[config.mk]
export PLATFORM = sky130hd
export DESIGN_NAME = crc_slice_framer_unit_flat
export DESIGN_NICKNAME = d
export VERILOG_FILES = /design/src/rtl/csf_pkg.sv /design/src/rtl/csf_in_if.sv /design/src/rtl/csf_out_if.sv /design/src/rtl/csf_ram.sv /design/src/rtl/csf_ctrl.sv /design/src/rtl/csf_datapath.sv /design/src/rtl/crc_slice_framer_unit.sv /design/src/flat_wrapper.sv
export SDC_FILE = /design/constraint.sdc
export NUM_CORES = 1
export LEC_CHECK = 0
export BUFFER_PORTS_ARGS = -buffer_cell sky130_fd_sc_hd__buf_2
export CAP_MARGIN = 0
export CORE_ASPECT_RATIO = 1.1
export CORE_MARGIN = 1
export CORE_UTILIZATION = 35
export CTS_BUF_LIST = sky130_fd_sc_hd__clkbuf_8
export DETAILED_ROUTE_END_ITERATION = 8
export PLACE_DENSITY_LB_ADDON = 0.08
export SLEW_MARGIN = 20
export SYNTH_ARGS = -nofsm -noshare
export SYNTH_HDL_FRONTEND = slang
export SYNTH_SLANG_ARGS = --single-unit
[constraint.sdc]
create_clock -name clk -period 3.9 [get_ports clk]
set_input_delay 0 -clock clk [delete_from_list [all_inputs] [get_ports clk]]
set_output_delay 0 -clock clk [all_outputs]
set_load 0.01 [all_outputs]
[src/rtl/csf_pkg.sv]
package csf_pkg;

	typedef enum logic [1:0] {
		ST_IDLE,
		ST_HDR,
		ST_DATA
	} csf_state_t;

	localparam logic REG_STRUCT_LEN = 1'b0;
	localparam logic REG_SLICE_LEN  = 1'b1;

	localparam logic [7:0]  CRC_INIT       = 8'hFF;
	localparam logic [7:0]  CRC_POLY       = 8'h31;
	localparam logic [15:0] STRUCT_LEN_RST = 16'd256;
	localparam logic [6:0]  SLICE_LEN_RST  = 7'd64;

	typedef struct packed {
		logic accept;
		logic load_hdr;
		logic load_data;
	} csf_cmd_t;

	typedef struct packed {
		logic slice_full;
		logic last_data;
	} csf_sts_t;

	function automatic logic [7:0] crc8_update(logic [7:0] crc, logic [7:0] b);
		logic [7:0] c;
		int k;
		c = crc ^ b;
		for (k = 0; k < 8; k++) begin
			if (c[7]) begin
				c = {c[6:0], 1'b0} ^ CRC_POLY;
			end else begin
				c = {c[6:0], 1'b0};
			end
		end
		return c;
	endfunction

endpackage

[src/rtl/csf_in_if.sv]
interface csf_in_if;
	logic       valid;
	logic       ready;
	logic [7:0] data_byte;

	modport source(output valid, output data_byte, input ready);
	modport sink(input valid, input data_byte, output ready);
endinterface

[src/rtl/csf_out_if.sv]
interface csf_out_if;
	logic        valid;
	logic        ready;
	logic [7:0]  slice_byte;
	logic [15:0] slice_number;
	logic        slice_end;
	logic        frame_end;

	modport source(output valid, output slice_byte, output slice_number,
		output slice_end, output frame_end, input ready);
	modport sink(input valid, input slice_byte, input slice_number,
		input slice_end, input frame_end, output ready);
endinterface

[src/rtl/csf_ram.sv]
module csf_ram #(
	parameter int WIDTH = 8,
	parameter int DEPTH = 63,
	localparam int AW = (DEPTH > 1) ? $clog2(DEPTH) : 1
) (
	input  logic             clk,
	input  logic             we,
	input  logic [AW-1:0]    waddr,
	input  logic [WIDTH-1:0] wdata,
	input  logic             re,
	input  logic [AW-1:0]    raddr,
	output logic [WIDTH-1:0] rdata
);

	logic [WIDTH-1:0] mem [DEPTH];
	logic [WIDTH-1:0] rdata_q;

	always_ff @(posedge clk) begin
		if (we) begin
			mem[waddr] <= wdata;
		end
		if (re) begin
			rdata_q <= mem[raddr];
		end
	end

	assign rdata = rdata_q;

endmodule

[src/rtl/csf_ctrl.sv]
module csf_ctrl
	import csf_pkg::*;
(
	input  logic     clk,
	input  logic     arst_n,
	input  logic     in_valid,
	output logic     in_ready,
	output logic     out_valid,
	input  logic     out_ready,
	input  csf_sts_t sts,
	output csf_cmd_t cmd
);

	csf_state_t state_q, state_d;
	logic       out_valid_q;
	logic       slot_free;

	assign slot_free = !out_valid_q || out_ready;

	always_comb begin
		state_d = state_q;
		unique case (state_q)
			ST_IDLE: begin
				if (cmd.accept && sts.slice_full) begin
					state_d = ST_HDR;
				end
			end
			ST_HDR: begin
				if (cmd.load_hdr) begin
					state_d = ST_DATA;
				end
			end
			ST_DATA: begin
				if (cmd.load_data && sts.last_data) begin
					state_d = ST_IDLE;
				end
			end
			default: state_d = ST_IDLE;
		endcase
	end

	always_comb begin
		in_ready      = 1'b0;
		cmd.accept    = 1'b0;
		cmd.load_hdr  = 1'b0;
		cmd.load_data = 1'b0;
		unique case (state_q)
			ST_IDLE: begin
				in_ready   = 1'b1;
				cmd.accept = in_valid;
			end
			ST_HDR:  cmd.load_hdr = slot_free;
			ST_DATA: cmd.load_data = slot_free;
			default: in_ready = 1'b0;
		endcase
	end

	always_ff @(posedge clk or negedge arst_n) begin
		if (!arst_n) begin
			state_q     <= ST_IDLE;
			out_valid_q <= 1'b0;
		end else begin
			state_q <= state_d;
			if (cmd.load_hdr || cmd.load_data) begin
				out_valid_q <= 1'b1;
			end else if (out_ready) begin
				out_valid_q <= 1'b0;
			end
		end
	end

	assign out_valid = out_valid_q;

endmodule

[src/rtl/csf_datapath.sv]
module csf_datapath
	import csf_pkg::*;
#(
	parameter int MAX_SLICE_BYTES = 64
) (
	input  logic        clk,
	input  logic        arst_n,
	input  logic        cfg_we,
	input  logic        cfg_index,
	input  logic [15:0] cfg_wdata,
	input  logic [7:0]  data_byte,
	input  csf_cmd_t    cmd,
	output csf_sts_t    sts,
	output logic [7:0]  slice_byte,
	output logic [15:0] slice_number,
	output logic        slice_end,
	output logic        frame_end
);

	localparam int FW    = $clog2(MAX_SLICE_BYTES);
	localparam int Depth = MAX_SLICE_BYTES - 1;
	localparam int AW    = (Depth > 1) ? $clog2(Depth) : 1;
	localparam logic [6:0] MaxLen = 7'(MAX_SLICE_BYTES);

	logic [15:0]   struct_len_q;
	logic [6:0]    slice_len_q;
	logic [FW-1:0] fill_q;
	logic [7:0]    crc_q;
	logic [15:0]   pos_q;
	logic [15:0]   slice_q;
	logic [FW-1:0] idx_q;

	logic [6:0]    slen_clamp;
	logic [FW-1:0] cap;
	logic [FW-1:0] cap_m1;
	logic [15:0]   slen_eff;
	logic [FW-1:0] fill_inc;
	logic [15:0]   pos_inc;
	logic [FW-1:0] idx_inc;
	logic          frame_done;
	logic          ram_re;
	logic [AW-1:0] ram_raddr;
	logic [7:0]    ram_rdata;

	always_comb begin
		if (slice_len_q < 7'd2) begin
			slen_clamp = 7'd2;
		end else if (slice_len_q > MaxLen) begin
			slen_clamp = MaxLen;
		end else begin
			slen_clamp = slice_len_q;
		end
	end

	assign cap        = FW'(slen_clamp - 7'd1);
	assign cap_m1     = FW'(slen_clamp - 7'd2);
	assign slen_eff   = (struct_len_q == 16'd0) ? 16'd1 : struct_len_q;
	assign fill_inc   = fill_q + FW'(1);
	assign pos_inc    = pos_q + 16'd1;
	assign idx_inc    = idx_q + FW'(1);
	assign frame_done = pos_q >= slen_eff;

	assign sts.slice_full = (fill_inc >= cap) || (pos_inc >= slen_eff);
	assign sts.last_data  = idx_q == cap_m1;

	assign ram_re    = cmd.load_hdr || (cmd.load_data && !sts.last_data);
	assign ram_raddr = cmd.load_hdr ? '0 : idx_inc[AW-1:0];

	csf_ram #(
		.WIDTH(8),
		.DEPTH(Depth)
	) u_store (
		.clk  (clk),
		.we   (cmd.accept),
		.waddr(fill_q[AW-1:0]),
		.wdata(data_byte),
		.re   (ram_re),
		.raddr(ram_raddr),
		.rdata(ram_rdata)
	);

	always_ff @(posedge clk or negedge arst_n) begin
		if (!arst_n) begin
			struct_len_q <= STRUCT_LEN_RST;
			slice_len_q  <= SLICE_LEN_RST;
		end else if (cfg_we) begin
			unique case (cfg_index)
				REG_STRUCT_LEN: struct_len_q <= cfg_wdata;
				REG_SLICE_LEN:  slice_len_q  <= cfg_wdata[6:0];
				default:        struct_len_q <= struct_len_q;
			endcase
		end
	end

	always_ff @(posedge clk or negedge arst_n) begin
		if (!arst_n) begin
			fill_q  <= '0;
			crc_q   <= CRC_INIT;
			pos_q   <= '0;
			slice_q <= '0;
			idx_q   <= '0;
		end else if (cfg_we) begin
			fill_q  <= '0;
			crc_q   <= CRC_INIT;
			pos_q   <= '0;
			slice_q <= '0;
		end else if (cmd.accept) begin
			fill_q <= fill_inc;
			crc_q  <= crc8_update(crc_q, data_byte);
			pos_q  <= pos_inc;
		end else if (cmd.load_hdr) begin
			idx_q <= '0;
		end else if (cmd.load_data) begin
			idx_q <= idx_inc;
			if (sts.last_data) begin
				fill_q <= '0;
				crc_q  <= CRC_INIT;
				if (frame_done) begin
					pos_q   <= '0;
					slice_q <= '0;
				end else begin
					slice_q <= slice_q + 16'd1;
				end
			end
		end
	end

	always_ff @(posedge clk) begin
		if (cmd.load_hdr) begin
			slice_byte   <= crc_q;
			slice_number <= slice_q;
			slice_end    <= 1'b0;
			frame_end    <= 1'b0;
		end else if (cmd.load_data) begin
			slice_byte   <= (idx_q < fill_q) ? ram_rdata : 8'h00;
			slice_number <= slice_q;
			slice_end    <= sts.last_data;
			frame_end    <= sts.last_data && frame_done;
		end
	end

endmodule

[src/rtl/crc_slice_framer_unit.sv]
// Channel   Direction  Payload                                          Role
// in_ch     sink       data_byte                                        structure bytes
// out_ch    source     slice_byte, slice_number, slice_end, frame_end   slice bytes
// cfg       write      cfg_we, cfg_index, cfg_wdata                     lengths
//
// A full slice carries N = slice_length - 1 data bytes: N input transfers, one per cycle,
// then N+1 output transfers, one per cycle while the sink is ready.
// A short final slice is padded, so it still emits N+1 bytes after fewer input transfers.
// Reset clears all control state and loads the length registers; the store is not cleared.
// Input is held off while a slice is emitted, which sets the rate; an output stall holds
// the output register and pauses the emission without losing a byte.
module crc_slice_framer_unit
	import csf_pkg::*;
#(
	parameter int MAX_SLICE_BYTES = 64
) (
	input  logic        clk,
	input  logic        arst_n,
	input  logic        cfg_we,
	input  logic        cfg_index,
	input  logic [15:0] cfg_wdata,
	csf_in_if.sink      in_ch,
	csf_out_if.source   out_ch
);

	csf_cmd_t cmd;
	csf_sts_t sts;

	csf_ctrl u_ctrl (
		.clk      (clk),
		.arst_n   (arst_n),
		.in_valid (in_ch.valid),
		.in_ready (in_ch.ready),
		.out_valid(out_ch.valid),
		.out_ready(out_ch.ready),
		.sts      (sts),
		.cmd      (cmd)
	);

	csf_datapath #(
		.MAX_SLICE_BYTES(MAX_SLICE_BYTES)
	) u_datapath (
		.clk         (clk),
		.arst_n      (arst_n),
		.cfg_we      (cfg_we),
		.cfg_index   (cfg_index),
		.cfg_wdata   (cfg_wdata),
		.data_byte   (in_ch.data_byte),
		.cmd         (cmd),
		.sts         (sts),
		.slice_byte  (out_ch.slice_byte),
		.slice_number(out_ch.slice_number),
		.slice_end   (out_ch.slice_end),
		.frame_end   (out_ch.frame_end)
	);

	a_cmd_exclusive: assert property (@(posedge clk) disable iff (!arst_n)
		$onehot0({cmd.accept, cmd.load_hdr, cmd.load_data}))
		else $error("controller issued overlapping commands");

	a_hdr_not_last: assert property (@(posedge clk) disable iff (!arst_n)
		cmd.load_hdr |=> out_ch.valid && !out_ch.slice_end && !out_ch.frame_end)
		else $error("header byte flagged as end of slice");

	a_last_flagged: assert property (@(posedge clk) disable iff (!arst_n)
		cmd.load_data && sts.last_data |=> out_ch.valid && out_ch.slice_end)
		else $error("final slice byte missing its end flag");

	a_no_input_while_emitting: assert property (@(posedge clk) disable iff (!arst_n)
		cmd.load_hdr || cmd.load_data |-> !in_ch.ready)
		else $error("input taken during slice emission");

endmodule

[src/flat_wrapper.sv]
// flat-port wrapper written by rule: the top's interface ports become plain ports
module crc_slice_framer_unit_flat import csf_pkg::*;
#(
	parameter int MAX_SLICE_BYTES = 64
)
  (clk, arst_n, cfg_we, cfg_index, cfg_wdata, in_ch_valid, in_ch_data_byte, in_ch_ready, out_ch_valid, out_ch_slice_byte, out_ch_slice_number, out_ch_slice_end, out_ch_frame_end, out_ch_ready);
  csf_in_if in_ch_i ();
  csf_out_if out_ch_i ();
  input  logic clk;
  input  logic arst_n;
  input  logic cfg_we;
  input  logic cfg_index;
  input  logic [15:0] cfg_wdata;
  input wire logic [$bits(in_ch_i.valid)-1:0] in_ch_valid;
  input wire logic [$bits(in_ch_i.data_byte)-1:0] in_ch_data_byte;
  output wire logic [$bits(in_ch_i.ready)-1:0] in_ch_ready;
  output wire logic [$bits(out_ch_i.valid)-1:0] out_ch_valid;
  output wire logic [$bits(out_ch_i.slice_byte)-1:0] out_ch_slice_byte;
  output wire logic [$bits(out_ch_i.slice_number)-1:0] out_ch_slice_number;
  output wire logic [$bits(out_ch_i.slice_end)-1:0] out_ch_slice_end;
  output wire logic [$bits(out_ch_i.frame_end)-1:0] out_ch_frame_end;
  input wire logic [$bits(out_ch_i.ready)-1:0] out_ch_ready;
  assign in_ch_i.valid = in_ch_valid;
  assign in_ch_i.data_byte = in_ch_data_byte;
  assign in_ch_ready = in_ch_i.ready;
  assign out_ch_valid = out_ch_i.valid;
  assign out_ch_slice_byte = out_ch_i.slice_byte;
  assign out_ch_slice_number = out_ch_i.slice_number;
  assign out_ch_slice_end = out_ch_i.slice_end;
  assign out_ch_frame_end = out_ch_i.frame_end;
  assign out_ch_i.ready = out_ch_ready;
  crc_slice_framer_unit #(.MAX_SLICE_BYTES(MAX_SLICE_BYTES)) u_core (.clk(clk), .arst_n(arst_n), .cfg_we(cfg_we), .cfg_index(cfg_index), .cfg_wdata(cfg_wdata), .in_ch(in_ch_i), .out_ch(out_ch_i));
endmodule
After elaboration in Yosys (flattened, before gate mapping):

Memories as Yosys holds them, arrays and structs flattened. A register that Yosys moved wholly into a read port is not among the register bits.
Cells that the tools add are included.

* register bits after elaboration: 104
* memory bits (writable): 504
* input port bits: 30
* output and inout bits: 28
* logic and storage cells: 140
* memories: 1

* add/sub/neg operators: 6
* $lt $le $gt $ge: 6
* equality and inequality tests: 9
* mux-type cells: 67
* bitwise gates (word level): 12
* reductions and logical operators: 26

Memory list
* u_core.u_datapath.u_store.mem: words 63, width 8, rd ports 1, clocked after Yosys merged registers in 1, write ports 1, RTL line csf_ram.sv:15 `logic [WIDTH-1:0] mem [DEPTH];`

Operators with widths (number)
* 16-bit 2-to-1 mux: 15
* 8-bit 2-to-1 mux: 22
* 6-bit 2-to-1 mux: 18
* 16-bit by 1-bit adder with 16-bit output, second input constant: 2
* 16-bit >= comparator: 2
* 3-bit NOT: 8
* 16-bit logical NOT: 1
* 6-bit by 1-bit adder with 6-bit output, second input constant: 2
* 2-bit inequality test, second input constant: 5
* 3-bit AND reduction: 3
* 3-bit nonzero test: 3
* 1-bit 2-to-1 mux: 8
* 4-bit AND reduction: 2
* 2-bit nonzero test: 4
* 8-bit bitwise XOR: 1
* 7-bit greater-than comparator, second input constant: 1
* 7-bit by 2-bit less-than comparator with 1-bit output, second input constant: 1
* 6-bit == test: 1
* 6-bit >= comparator: 1
* 6-bit less-than comparator: 1
* 2-bit 2-to-1 mux: 3
* 2-bit case mux with 3 select lines: 1
* 6-bit by 1-bit subtractor with 6-bit output, second input constant: 1
* 6-bit by 2-bit subtractor with 6-bit output, second input constant: 1
* other kinds (9): 19

Longest topological paths before layout:

Gate-level depths: netlist (run 1).

* word-level depth: 33
* depth in mapped cells: 14
* mapped depth without buffers: 13

By module:

From an unflattened synthesis (run 1), not the netlist that was laid out.

* cell total of the unflattened synthesis: 1543
* area, all modules: 26021.2 sq um

Modules (own cells, without submodules)
* csf_ram: instances 1, cells each 949, area an instance 19886.6 sq um, sequential area each 15374.7 sq um
* csf_datapath: instances 1, cells each 578, area an instance 5979.5 sq um, sequential area each 2650.0 sq um
* csf_ctrl: instances 1, cells each 16, area an instance 155.1 sq um, sequential area each 75.1 sq um

Least setup slack after synthesis (run 1):

Ideal clock, no wire load.

* path type: reg2reg
* start point: register u_core.u_datapath.slice_len_q[6]
* end point: register u_core.u_ctrl.state_q[0]
* library setup time: 145 ps
* arrival time: 2778 ps
* required time: 3755 ps
* slack: 977 ps
* stages on the path, launching flop included: 12
* path buffers: 1
* period minus slack after synthesis: 2923 ps
* cell sequence: dfstp_2 > clkbuf_1 > inv_1 > o21ai_2 > ha_1 > a21boi_0 > xor2_1 > ha_1 > a21o_1 > a21o_1 > a2111oi_0 > o211ai_1

* cells in the longest elaborated chain, start to end: 9
* elaborated cells on any way between the ends: 14
* those cells by class: 2 x add/sub; 3 x order compare; 3 x eq/ne; 2 x mux; 4 x reduce/logical

Ends and longest elaborated chain
* from (decl): RTL line csf_datapath.sv:26 `logic [6:0] slice_len_q;`
* from (signal assigned): RTL line csf_datapath.sv:89 `REG_SLICE_LEN: slice_len_q <= cfg_wdata[6:0];`
* 7-bit greater-than comparator: RTL line csf_datapath.sv:48 `end else if (slice_len_q > MaxLen) begin`
* 6-bit 2-to-1 mux: RTL line csf_datapath.sv:48
* 6-bit 2-to-1 mux *: RTL line csf_datapath.sv:46 `if (slice_len_q < 7'd2) begin`
* 6-bit by 1-bit subtractor with 6-bit output: RTL line csf_datapath.sv:55 `assign cap = FW'(slen_clamp - 7'd1);`
* 6-bit >= comparator: RTL line csf_datapath.sv:63 `assign sts.slice_full = (fill_inc >= cap) || (pos_inc >= slen_eff);`
* 1-bit logical OR: RTL line csf_datapath.sv:63
* 1-bit logical AND: RTL line csf_ctrl.sv:24 `if (cmd.accept && sts.slice_full) begin`
* 2-bit inequality test (no line)
* 3-bit AND reduction (no line) *
* to (signal assigned): RTL line csf_ctrl.sv:63 `state_q <= state_d;`
* to (decl): RTL line csf_ctrl.sv:14 `csf_state_t state_q, state_d;`

Every way passes the cells marked *; elsewhere a longest branch is shown, timed or not.
A chain may end at the register's enable or synchronous reset.

Worst setup path in the final report (run 1):

* start point: register u_core.u_datapath.idx_q[0]
* end point: register u_core.u_datapath.u_store.rdata_q[7], in the netlist u_core.u_datapath.u_store.rdata[7], read port of u_core.u_datapath.u_store.mem (data pin)

* cells in the longest elaborated chain, start to end: 4
* elaborated cells on any way between the ends: 6
* those cells by class: 1 x add/sub; 1 x eq/ne; 1 x mux; 3 x reduce/logical

Ends and longest elaborated chain
* from (decl): RTL line csf_datapath.sv:31 `logic [FW-1:0] idx_q;`
* from (signal assigned): RTL line csf_datapath.sv:114 `idx_q <= idx_inc;`
* parallel branches: the longest is 4 deep, another holds 6-bit by 1-bit adder with 6-bit output
* to (decl): RTL line csf_ram.sv:16 `logic [WIDTH-1:0] rdata_q;`

Several ways; the timed one is not identified.

==> results by group, run 1 <==
Synth
  – Mux contribution to synthesized area: ~5.5%
  – Ys async rst share: roughly an eighth
  – Synth Area in Simple Gates: ~8.0%
  – EDFF count, synth: 536
  – Adder-Cell Fraction of Synth Area: approximately 2.4%
  – Synth cell types: 68
  – Main combinational cell family by area after synthesis: compound AO/OA/AOI/OAI gates
  – Synth Register Bits: a little over 600
  – Area contributors post-synth: edfxtp_1, dfrtp_1, mux2i_1
  – Post-Syn Area: between 0.02 and 0.03 mm2
  – Syn. warnings: 0
  – Synth Area in Compound Gates: 11.7%
  – Syn Inst Count: between 1500 and 2000
  – Xor and xnor fraction of the mapped netlist area: under 10%
  – Share of the synthesized area in the top cell type: between 60 and 70%
  – Cell taking the most area after synthesis: edfxtp_1
  – Synth Net Count: approximately 2000
  – Syn avg cell area: between 10 and 15 um2
  – Seq/Total Area, Yosys: 68.5%
  – Top_reg_cell synth: edfxtp_1

STA
  – Final Setup Violations: 0
  – Minimum clock period: around 3.8 ns
  – RSZ-0062 raised after global routing: no
  – Slew margin rel.: approximately 20%
  – Final worst-path cycle share: 98.1%
  – Fin Setup TNS: 0 ns
  – Worst-Margin Slew: 1.20 ns
  – Final hold vios: 0
  – Final worst slack: around 0.074 ns
  – Clock skew: 0.0310 ns
  – Fmax: between 200 and 300 MHz
  – Final Max Tran Viols: 0

Place
  – Port-buffer cells: between 50 and 60
  – Dpl ws: roughly 0.095 ns
  – Dpl cells: between 2000 and 3000
  – RePlAce Congestion: just under 0.9
  – Post-DP HPWL: between 50000 and 60000 um

Floorplanning
  – Cell Rows: 105
  – Core area: around 0.075 mm2
  – Vert. Die Dim: around 290 um
  – I/O pin count: between 50 and 60
  – Die Wd: 264 um
  – Initial Util: between 30% and 40%
  – Die Area: 0.0766 mm2

Detailed routing
  – Drt pass-1 iters: 7
  – Final wirelength: approximately 83000 um
  – DRC: 0
  – Vias: 17439
  – ANT nets after route: 0
  – Starting DRC count in detailed routing: 1429
  – WL/cell: between 20 and 30 um
  – Via density: ~5.5

Cells and area
  – Commonest non-fill, non-tap cell in the layout: edfxtp_1
  – Nets: 2210
  – Layout cells sized above 1: around 16%
  – Util after Layout: 41.5%
  – Post-Layout Cell Count: between 3000 and 4000
  – Area Overhead vs Synth: 17.3%
  – Fillers: roughly 7000
  – Commonest non-fill, non-tap cells in the layout: edfxtp_1, nand2_1, clkbuf_8

Setup path
  – FF-to-FF setup slack: 0.07 ns
  – Reg2Reg Depth: 8
  – Critical Path AT: 4.26 ns
  – Worst Setup SP: u_core.u_datapath.idx_q[0]
  – Crit-path slowest cell: a21oi_4
  – CP peak stage delay: approximately 0.78 ns
  – Worst Path Required: 4.33 ns
  – CP Capture Point: u_core.u_datapath.u_store.rdata[7]
  – R2R Path Start: u_core.u_datapath.idx_q[0]
  – Startpoint types: flip-flop
  – CP Max Fanout: 43
  – R2R Path End: u_core.u_datapath.u_store.rdata[7]
  – WS Path Type: flip-flop to flip-flop
  – CP endpoint kind: flip-flop
  – CP Cell Sequence: ha_1, xnor2_2, a21oi_4, buf_12, mux4_2, a22o_1, o21ai_0, nand4_1

Status
  – Status: complete, no violations

GRT
  – GRT overflow: 0
  – Antenna violations before repair: 3
  – Tot GR Track Use: between 20 and 25%
  – First-pass GRT wire length: 122000 um
  – Pin count of the biggest net entering global routing: 68
  – Vias in the first global route: ~18000

Power
  – Comb pwr share: between 40% and 50%
  – Switching Fraction: around two fifths
  – Internal cell power: 13.6 mW
  – Clk pwr share: approximately 24%
  – Pwr/cell area: ~730 mW/mm2
  – Total power: about 23 mW
  – Part of the power in registers: between 30% and 40%
  – Static Leak: between 10 and 15 nW
  – Net switching power figure: 9.11 mW
  – Maximum vdd drop: around 0.5 mV

Clock network
  – Post-CTS sizing: 0
  – Cts bufs inserted: ~110
  – H-tree depth: 3
  – Clock Path Buffers: 3
  – Clock Latency Late Sink: 0.74 ns
  – Clock Sinks: roughly 620
  – Reg clk slew, reported paths: around 0.06 ns
  – Root buf cell: clkbuf_8
  – CTS tree: built

Flow run
  – Max_cap viols: 0

Min path
  – Worst hold path type: primary input to flip-flop
  – Worst hold start: cfg_wdata[4]
logic make-up after synthesis:
logic type | count (synthesis)
flip-flops | 616
AND/OR/NAND/NOR | 460
AO/OA/AOI/OAI | 459
buffers and inverters | 149
multiplexers | 131
XOR/XNOR | 53
adder cells (fa/ha/maj) | 50
flip-flops by register name, summed over array words and instances, names as in the netlist:
signal and count:
u_core.u_datapath.slice_end 1, u_core.u_ctrl.out_valid 1, u_core.u_datapath.slice_byte 8, u_core.u_datapath.struct_len_q 16, u_core.u_datapath.slice_number 16, u_core.u_ctrl.state_q 2, u_core.u_datapath.slice_q 16, u_core.u_datapath.idx_q 6
u_core.u_datapath.crc_q 8, u_core.u_datapath.frame_end 1, u_core.u_datapath.pos_q 16, u_core.u_datapath.slice_len_q 7, u_core.u_datapath.u_store.rdata 8, u_core.u_datapath.fill_q 6, u_core.u_datapath.u_store.mem 504
repair_timing:
| action | 4_1_cts | 5_1_grt |
|---|---|---|
| hold buffers | 70 | 0 |
| hold endpoints to repair | 253 | 0 |
| setup buffers | 0 | 0 |
synthesized netlist by cell type, types with 12 or more instances:
master,count
buf_1,12
nand4_1,16
nand3_1,48
nor2_1,115
and3_1,23
inv_1,37
nor3_1,18
o21ai_0,88
clkbuf_1,73
mux2_2,49
nand2_1,178
dfrtp_1,68
xor2_1,20
buf_2,27
a22o_1,19
edfxtp_1,536
o22ai_1,50
ha_1,50
a211o_1,15
mux2i_1,76
a21oi_1,91
nor2b_1,16
a21o_1,15
a211oi_1,30
a22oi_1,16
o221ai_1,29
xnor2_1,32
stage by stage:
step	area (um2)	hold slack, ns
floorplan	26400	-0.296
global placement	28300	0.0774
detailed placement	28300	0.0758
CTS	31000	0.0149
global route	31000	0.0668
finish	31000	0.0761
layer usage:
metal / wire length, um / global-route usage [%]
met4: 2640 / 7.96
met3: 4440 / 3.91
met5: 13 / 0
met1: 35700 / 28.5
met2: 40400 / 35.9
power groups by stage:
stage          sequential [mW]  combinational (mW)  clock [mW]
2_1_floorplan             7.91                5.29           0
3_3_place_gp              8.05                9.16           0
3_5_place_dp              8.06                9.19           0
4_1_cts                   7.93                9.32        5.65
5_1_grt                   7.96                9.88        5.95
6_report                  7.92                9.28        5.51
how the worst min path moves through the flow:
stage	endpoint	slack, ns	cells past startpoint
final	u_core.u_datapath.struct_len_q[4]	0.08	4
after global routing	u_core.u_datapath.struct_len_q[4]	0.07	4
after CTS	u_core.u_datapath.slice_len_q[0]	0.01	3
after detailed placement	u_core.u_datapath.struct_len_q[10]	0.08	1
after global placement	u_core.u_datapath.struct_len_q[10]	0.08	1
after floorplan	u_core.u_ctrl.out_valid	-0.30	0
critical path, delay by kind of cell (launching register included):
kind,cells,cell delay [ns]
fa+ha+maj,1,0.27
compound gates,3,1.67
xor+xnor,1,0.17
simple gates,1,0.15
flops,1,0.55
buf+inv,1,0.35
mux,1,0.36
cell type report:
| type | count | area, um2 | share of cell area, % |
|---|---|---|---|
| flip-flops and latches | 616 | 18100 | 58.4 |
| diodes | 2 | 5.00 | 0.0161 |
| inverters | 37 | 139 | 0.448 |
| clock buffers | 114 | 1570 | 5.06 |
| repair buffers | 213 | 1740 | 5.61 |
| well taps | 963 | 1200 | 3.89 |
| clock inverters | 86 | 408 | 1.32 |
| multi-input cells | 1153 | 7840 | 25.3 |
No activity file was read; power rests on OpenSTA's default activity.
==> run 2, diff against run 1 <==
Settings changed: SYNTH_HIERARCHICAL set to 1.
==> results by group, run 2 <==
Status
  – Status: complete, no violations

STA
  – Final Setup Violations: 0 (unchanged)
  – Worst-Margin Slew: 1.03 ns (-0.164 ns)
  – Fmax: 275 MHz (+5.3%)
  – Final worst slack: 0.265 ns (+0.191 ns)
  – Minimum clock period: 3.63 ns (-0.191 ns)
  – Final hold vios: 0 (unchanged)
  – Final worst-path cycle share: 93.2% (-4.9 points)
  – RSZ-0062 raised after global routing: no
  – Clock skew: 0.0230 ns (-0.00795 ns)
  – Final Max Tran Viols: 0 (unchanged)
  – Slew margin rel.: 30.7% (+11 points)
  – Fin Setup TNS: 0 ns (unchanged)

Synth
  – Seq/Total Area, Yosys: 69.6% (+1.1 points)
  – Ys async rst share: 12.7% (unchanged)
  – Share of the synthesized area in the top cell type: 61.9% (+0.97 points)
  – Syn avg cell area: 16.9 um2 (+22%)
  – Post-Syn Area: 0.0260 mm2 (-1.6%)
  – Top cells by count, synth: edfxtp_1, mux4_2, nor2_1
  – Syn. warnings: 6 (+6)
  – Area contributors post-synth: edfxtp_1, mux4_2, dfrtp_1
  – Syn Inst Count: 1543 (-20%)
  – Synth Register Bits: 616 (unchanged)
  – Top_reg_cell synth: edfxtp_1
  – EDFF count, synth: 536 (unchanged)
  – Synth cell types: 73 (+7.4%)
  – Cell taking the most area after synthesis: edfxtp_1
  – Synth Net Count: 1623 (-19%)
  – Most frequent cell after synthesis: edfxtp_1

GRT
  – First-pass GRT wire length: 104000 um (-15%)
  – GRT overflow: 0 (unchanged)
  – Vias in the first global route: 15516 (-11%)
  – Antenna violations before repair: 2 (-1)
  – Tot GR Track Use: 19.1% (-2.6 points)
  – Pin count of the biggest net entering global routing: 79 (+16%)

Cells and area
  – Max reg flops: 504 (unchanged)
  – Commonest non-fill, non-tap cells in the layout: edfxtp_1, mux4_2, clkbuf_8
  – Top reg by flops: u_core/u_datapath/u_store/mem
  – Commonest non-fill, non-tap cell in the layout: edfxtp_1
  – Nets: 1879 (-15%)
  – Layout cells sized above 1: 24.4% (+8.1 points)
  – Area Overhead vs Synth: 18.0%
  – Post-Layout Cell Count: 2845 (-11%)

Detailed routing
  – DRC: 0 (unchanged)
  – Via density: 5.22 (-4.6%)
  – Drt pass-1 iters: 5 (-2)
  – WL/cell: 24.9 um (-4.6%)
  – Starting DRC count in detailed routing: 1068 (-25%)
  – ANT nets after route: 0 (unchanged)
  – Final wirelength: 70900 um (-15%)
  – Vias: 14863 (-15%)

Floorplanning
  – Die Wd: 262 um (-0.78%)
  – Die Area: 0.0754 mm2 (-1.6%)
  – I/O pin count: 58 (unchanged)
  – Cell Rows: 104 (-0.95%)
  – Initial Util: 35.5% (about the same)
  – Core area: 0.0734 mm2 (-1.6%)
  – Vert. Die Dim: 288 um (-0.78%)

Clock network
  – Clock Latency Late Sink: 0.71 ns (-0.03 ns)
  – Clock Path Buffers: 3 (unchanged)
  – Setup bufs post-CTS: 0 (unchanged)
  – CTS tree: built
  – Cts bufs inserted: 108 (-0.92%)
  – Reg clk slew, reported paths: 0.06 ns (about the same)
  – H-tree depth: 3 (unchanged)
  – Root buf cell: clkbuf_8
  – Clock Sinks: 616 (unchanged)

Min path
  – Hold depth: 3 (-1)
  – Worst hold path type: primary input to flip-flop
  – Worst hold start: cfg_wdata[1]

Setup path
  – Startpoint types: flip-flop
  – Worst Path Required: 4.55 ns (+0.22 ns)
  – WS Path Type: flip-flop to flip-flop
  – R2R Path Start: u_core/u_datapath/slice_len_q[6]
  – Critical Path AT: 4.29 ns (+0.03 ns)
  – CP Max Fanout: 22 (-49%)
  – Worst Setup SP: u_core/u_datapath/slice_len_q[6]
  – Reg2Reg Depth: 11 (+3)
  – CP endpoint kind: flip-flop

Flow run
  – Max_cap viols: 0 (unchanged)

Place
  – Port-buffer cells: 57 (unchanged)
  – Dpl cells: 2575 (-12%)
  – Post-DP HPWL: 45600 um (-16%)
  – Dpl ws: 0.446 ns (+0.351 ns)
  – RePlAce Congestion: 0.802 (-7.9%)

Power
  – Pwr/cell area: 672 mW/mm2 (-8.3%)
  – Maximum vdd drop: 0.456 mV (-7.7%)
  – Static Leak: 10.7 nW (-3.2%)
  – Total power: 20.6 mW (-9.2%)
-- run 2: cell types whose count changed after synthesis, moves of 19 or more --
| cell | previous run | this run |
|---|---|---|
| mux4_2 | 6 | 115 |
| nand2_1 | 178 | 72 |
| a21oi_1 | 91 | 24 |
| mux2i_1 | 76 | 27 |
| o22ai_1 | 50 | 6 |
| o21ai_0 | 88 | 51 |
| clkbuf_1 | 73 | 41 |
| mux2_2 | 49 | 20 |
| o221ai_1 | 29 | 1 |
| a211oi_1 | 30 | 4 |
| nand3_1 | 48 | 29 |
-- run 2: metrics by stage --
stage | hold slack [ns] | util, % | area (um2)
finish | 0.144 | 41.9 | 30700
global route | 0.119 | 41.8 | 30700
CTS | 0.0311 | 41.8 | 30700
detailed placement | 0.210 | 38.1 | 27900
global placement | 0.205 | 38.1 | 27900
floorplan | -0.296 | - | 26000
-- run 2: cells by family after synthesis --
logic type	after synthesis	share of synthesized area (%)
mux	162	11.9
buf+inv	115	2.08
simple gates	325	6.13
compound gates	221	6.15
xor+xnor	54	1.82
fa+ha+maj	50	2.40
flops	616	69.6
-- run 2: critical path: stages, from the launching register on --
cell	delay [ns]
dfstp_2	0.62
inv_1	0.09
o21ai_1	0.15
ha_1	0.27
or4b_2	0.60
o211ai_1	0.13
xnor2_1	0.17
nor4b_4	0.21
buf_4	0.32
nand2b_4	0.26
a2bb2oi_1	0.17
dlygate4sd3_1	0.58
-- run 2: cell type report --
type                       instances  area [um2]
antenna                            4        10.0
clock buffer                     109        1500
clock inverter                    89         566
fill                            6655       42700
inverter                          44         165
multi-input combinational        812        7440
sequential                       616       18100
tap                              954        1190
timing repair buffer             217        1740
-- run 2: where the power goes --
| group | switching, mW | internal (mW) | total, mW |
|---|---|---|---|
| logic | 4.07 | 3.00 | 7.08 |
| registers | 0.253 | 7.56 | 7.81 |
| clock network | 2.68 | 3.06 | 5.74 |
| total | 7.00 | 13.6 | 20.6 |
-- run 2: final timing paths --
kind,to,slack [ns]
setup / recovery,u_core/u_datapath/crc_q[7],0.27
hold / removal,u_core/u_datapath/slice_len_q[1],0.14
setup reg to reg,u_core/u_datapath/crc_q[7],0.27
hold reg to reg,u_core/u_datapath/frame_end,0.44
max in group asynchronous,u_core/u_datapath/slice_q[3],2.86
min in group asynchronous,u_core/u_datapath/struct_len_q[12],0.42
-- run 2: per-layer routing --
metal	vias up	wire [um]	GRT usage, %
li1	6679	-	-
met1	7710	30600	24.7
met2	370	35300	32.3
met3	104	2960	3.12
met4	0	1970	7.02
met5	-	0	0
-- run 2: what timing repair did --
action / CTS / global route
endpoints found under the setup margin: 0 / 1
gates resized for setup: 0 / 3
hold buffers: 67 / 1
hold endpoints to repair: 181 / 23
==> run 3, diff against run 2 <==
==> constraint.sdc (replaced) <==
create_clock -name clk -period 3.9 [get_ports clk]
set_input_delay 0.585 -clock clk [delete_from_list [all_inputs] [get_ports clk]]
set_output_delay 0.585 -clock clk [all_outputs]
set_load 0.01 [all_outputs]
==> results by group, run 3 (synthesis results as in run 2) <==
Detailed routing
  – Via density: 5.18 (-0.82%)
  – ANT nets after route: 0 (unchanged)
  – Vias: 14508 (-2.4%)
  – Drt pass-1 iters: 5 (unchanged)
  – WL/cell: 24.9 um (-0.17%)
  – Starting DRC count in detailed routing: 949 (-11%)
  – DRC: 0 (unchanged)
  – Final wirelength: 69700 um (-1.7%)

Setup path
  – Reg2Reg Depth: 8 (-3)
  – CP endpoint kind: flip-flop
  – WS Path Type: flip-flop to flip-flop
  – Worst Path Required: 4.30 ns (-0.25 ns)
  – Startpoint types: flip-flop
  – CP peak stage delay: 0.52 ns (-0.10 ns)
  – Crit-path slowest cell: o21ai_0
  – Critical Path AT: 3.89 ns (-0.40 ns)
  – CP Cell Sequence: ha_1, xnor2_1, nor2_4, buf_4, mux4_2, a22o_1, o21ai_0, o311ai_1
  – Stages on worst setup path: 8 (-3)
  – CP Max Fanout: 14 (-36%)
  – CP top delay family: compound AO/OA/AOI/OAI gates
  – Worst Path Buf+Inv: 1 (-2)

Min path
  – Hold depth: 3 (unchanged)
  – Worst hold path type: primary input to flip-flop

STA
  – Final hold vios: 0 (unchanged)
  – RSZ-0062 raised after global routing: no
  – Final worst-path cycle share: 89.5% (-3.7 points)
  – Fin Setup TNS: 0 ns (unchanged)
  – Clock skew: 0.0329 ns (+0.00989 ns)
  – Final Max Tran Viols: 0 (unchanged)
  – Worst-Margin Slew: 1.04 ns (+0.0104 ns)
  – Final Setup Violations: 0 (unchanged)
  – Fmax: 287 MHz (+4.2%)
  – Minimum clock period: 3.49 ns (-0.145 ns)
  – Slew margin rel.: 30.0% (-0.70 points)

Cells and area
  – Max reg flops: 504 (unchanged)
  – Layout cells sized above 1: 25.6% (+1.2 points)
  – Util after Layout: 41.0% (-0.83 points)
  – Area Overhead vs Synth: 15.7%
  – Fillers: 6782 (+1.9%)
  – Commonest non-fill, non-tap cells in the layout: edfxtp_1, mux4_2, clkbuf_8
  – Commonest non-fill, non-tap cell in the layout: edfxtp_1
  – Top reg by flops: u_core/u_datapath/u_store/mem
  – Nets: 1836 (-2.3%)

Floorplanning
  – Vert. Die Dim: 288 um (unchanged)
  – Die Wd: 262 um (unchanged)
  – I/O pin count: 58 (unchanged)
  – Cell Rows: 104 (unchanged)
  – Core area: 0.0734 mm2 (unchanged)
  – Initial Util: 35.5% (unchanged)
  – Die Area: 0.0754 mm2 (unchanged)

Place
  – Port-buffer cells: 57 (unchanged)
  – Post-DP HPWL: 46700 um (+2.4%)
  – RePlAce Congestion: 0.798 (-0.46%)

Clock network
  – Post-CTS sizing: 0 (unchanged)
  – H-tree depth: 3 (unchanged)
  – Cts bufs inserted: 107 (-0.93%)
  – Clock Sinks: 616 (unchanged)
  – Clock Path Buffers: 3 (unchanged)
  – Root buf cell: clkbuf_8
  – CTS Hold Buffers Added: 2 (-97%)
  – CTS tree: built
  – Clock Latency Late Sink: 0.71 ns (about the same)
  – Setup bufs post-CTS: 0 (unchanged)
  – Reg clk slew, reported paths: 0.06 ns (about the same)

Power
  – Maximum vdd drop: 0.400 mV (-12%)
  – Total power: 20.3 mW (-1.4%)
  – Pwr/cell area: 676 mW/mm2 (+0.63%)
  – Static Leak: 10.5 nW (-1.2%)

Flow run
  – Max_cap viols: 0 (unchanged)

GRT
  – Vias in the first global route: 15356 (-1.0%)
  – First-pass GRT wire length: 102000 um (-1.9%)
  – Pin count of the biggest net entering global routing: 64 (-19%)
  – Antenna violations before repair: 4 (+2)
  – GRT overflow: 0 (unchanged)
  – Tot GR Track Use: 18.9% (-0.27 points)

Status
  – Status: complete, no violations
-- run 3: cell types whose count changed in the layout (fill, tap and decap cells not counted), sizes merged --
cell         before  now
buf             149  173
bufinv            7    2
clkbuf          109  112
clkinv           48   33
clkinvlp          5    3
diode             4    1
dlygate4sd3      68    2
inv              73   92
-- run 3: worst paths after layout --
path	start	to	slack (ns)
hold / removal	cfg_wdata[7]	u_core/u_datapath/struct_len_q[7]	0.08
min in group asynchronous	arst_n	u_core/u_datapath/struct_len_q[12]	0.49
max in group asynchronous	arst_n	u_core/u_datapath/crc_q[4]	2.50
hold reg to reg	u_core/u_datapath/frame_end	u_core/u_datapath/frame_end	0.44
setup reg to reg	u_core/u_datapath/idx_q[0]	u_core/u_datapath/u_store/rdata[6]	0.41
setup / recovery	u_core/u_datapath/idx_q[0]	u_core/u_datapath/u_store/rdata[6]	0.41
-- run 3: through the flow --
| step | std cells | hold slack, ns | area (um2) | worst slack, ns |
|---|---|---|---|---|
| CTS | 2799 | 0.00455 | 30100 | 0.384 |
| detailed placement | 2599 | 0.443 | 28100 | 0.261 |
| global placement | 2599 | 0.441 | 28100 | 0.276 |
| finish | 2800 | 0.0770 | 30100 | 0.411 |
| global route | 2800 | 0.0531 | 30100 | 0.188 |
| floorplan | 1543 | 0.289 | 26000 | 0.808 |
-- run 3: final cells by class --
cell class | count | area, um2 | area share [%]
Sequential cell | 616 | 18100 | 60.1
Multi-Input combinational cell | 812 | 7420 | 24.7
Clock buffer | 112 | 1540 | 5.12
Timing Repair Buffer | 175 | 1270 | 4.21
Tap cell | 954 | 1190 | 3.96
Clock inverter | 86 | 412 | 1.37
Inverter | 44 | 165 | 0.549
Antenna cell | 1 | 2.50 | 0.00831
-- run 3: tightest hold or removal path: cells and delay by family --
kind	cells	cell delay (ns)
AOI/OAI and AO/OA	1	0.05
buffers and inverters	1	0.08
and+or+nand+nor	1	0.04
-- run 3: routing by layer --
| metal | wire [um] | GRT usage [%] |
|---|---|---|
| met3 | 3260 | 3.23 |
| met2 | 36100 | 33.2 |
| met1 | 28500 | 23.1 |
| met5 | 0 | 0 |
| met4 | 1830 | 6.89 |
-- run 3: report_power, final --
group	internal [mW]	total, mW	switching, mW	leakage, nW
Clock	2.78	5.39	2.61	1.16
Sequential	7.56	7.80	0.238	5.86
Combinational	3.05	7.16	4.10	3.52
Total	13.4	20.3	6.96	10.5
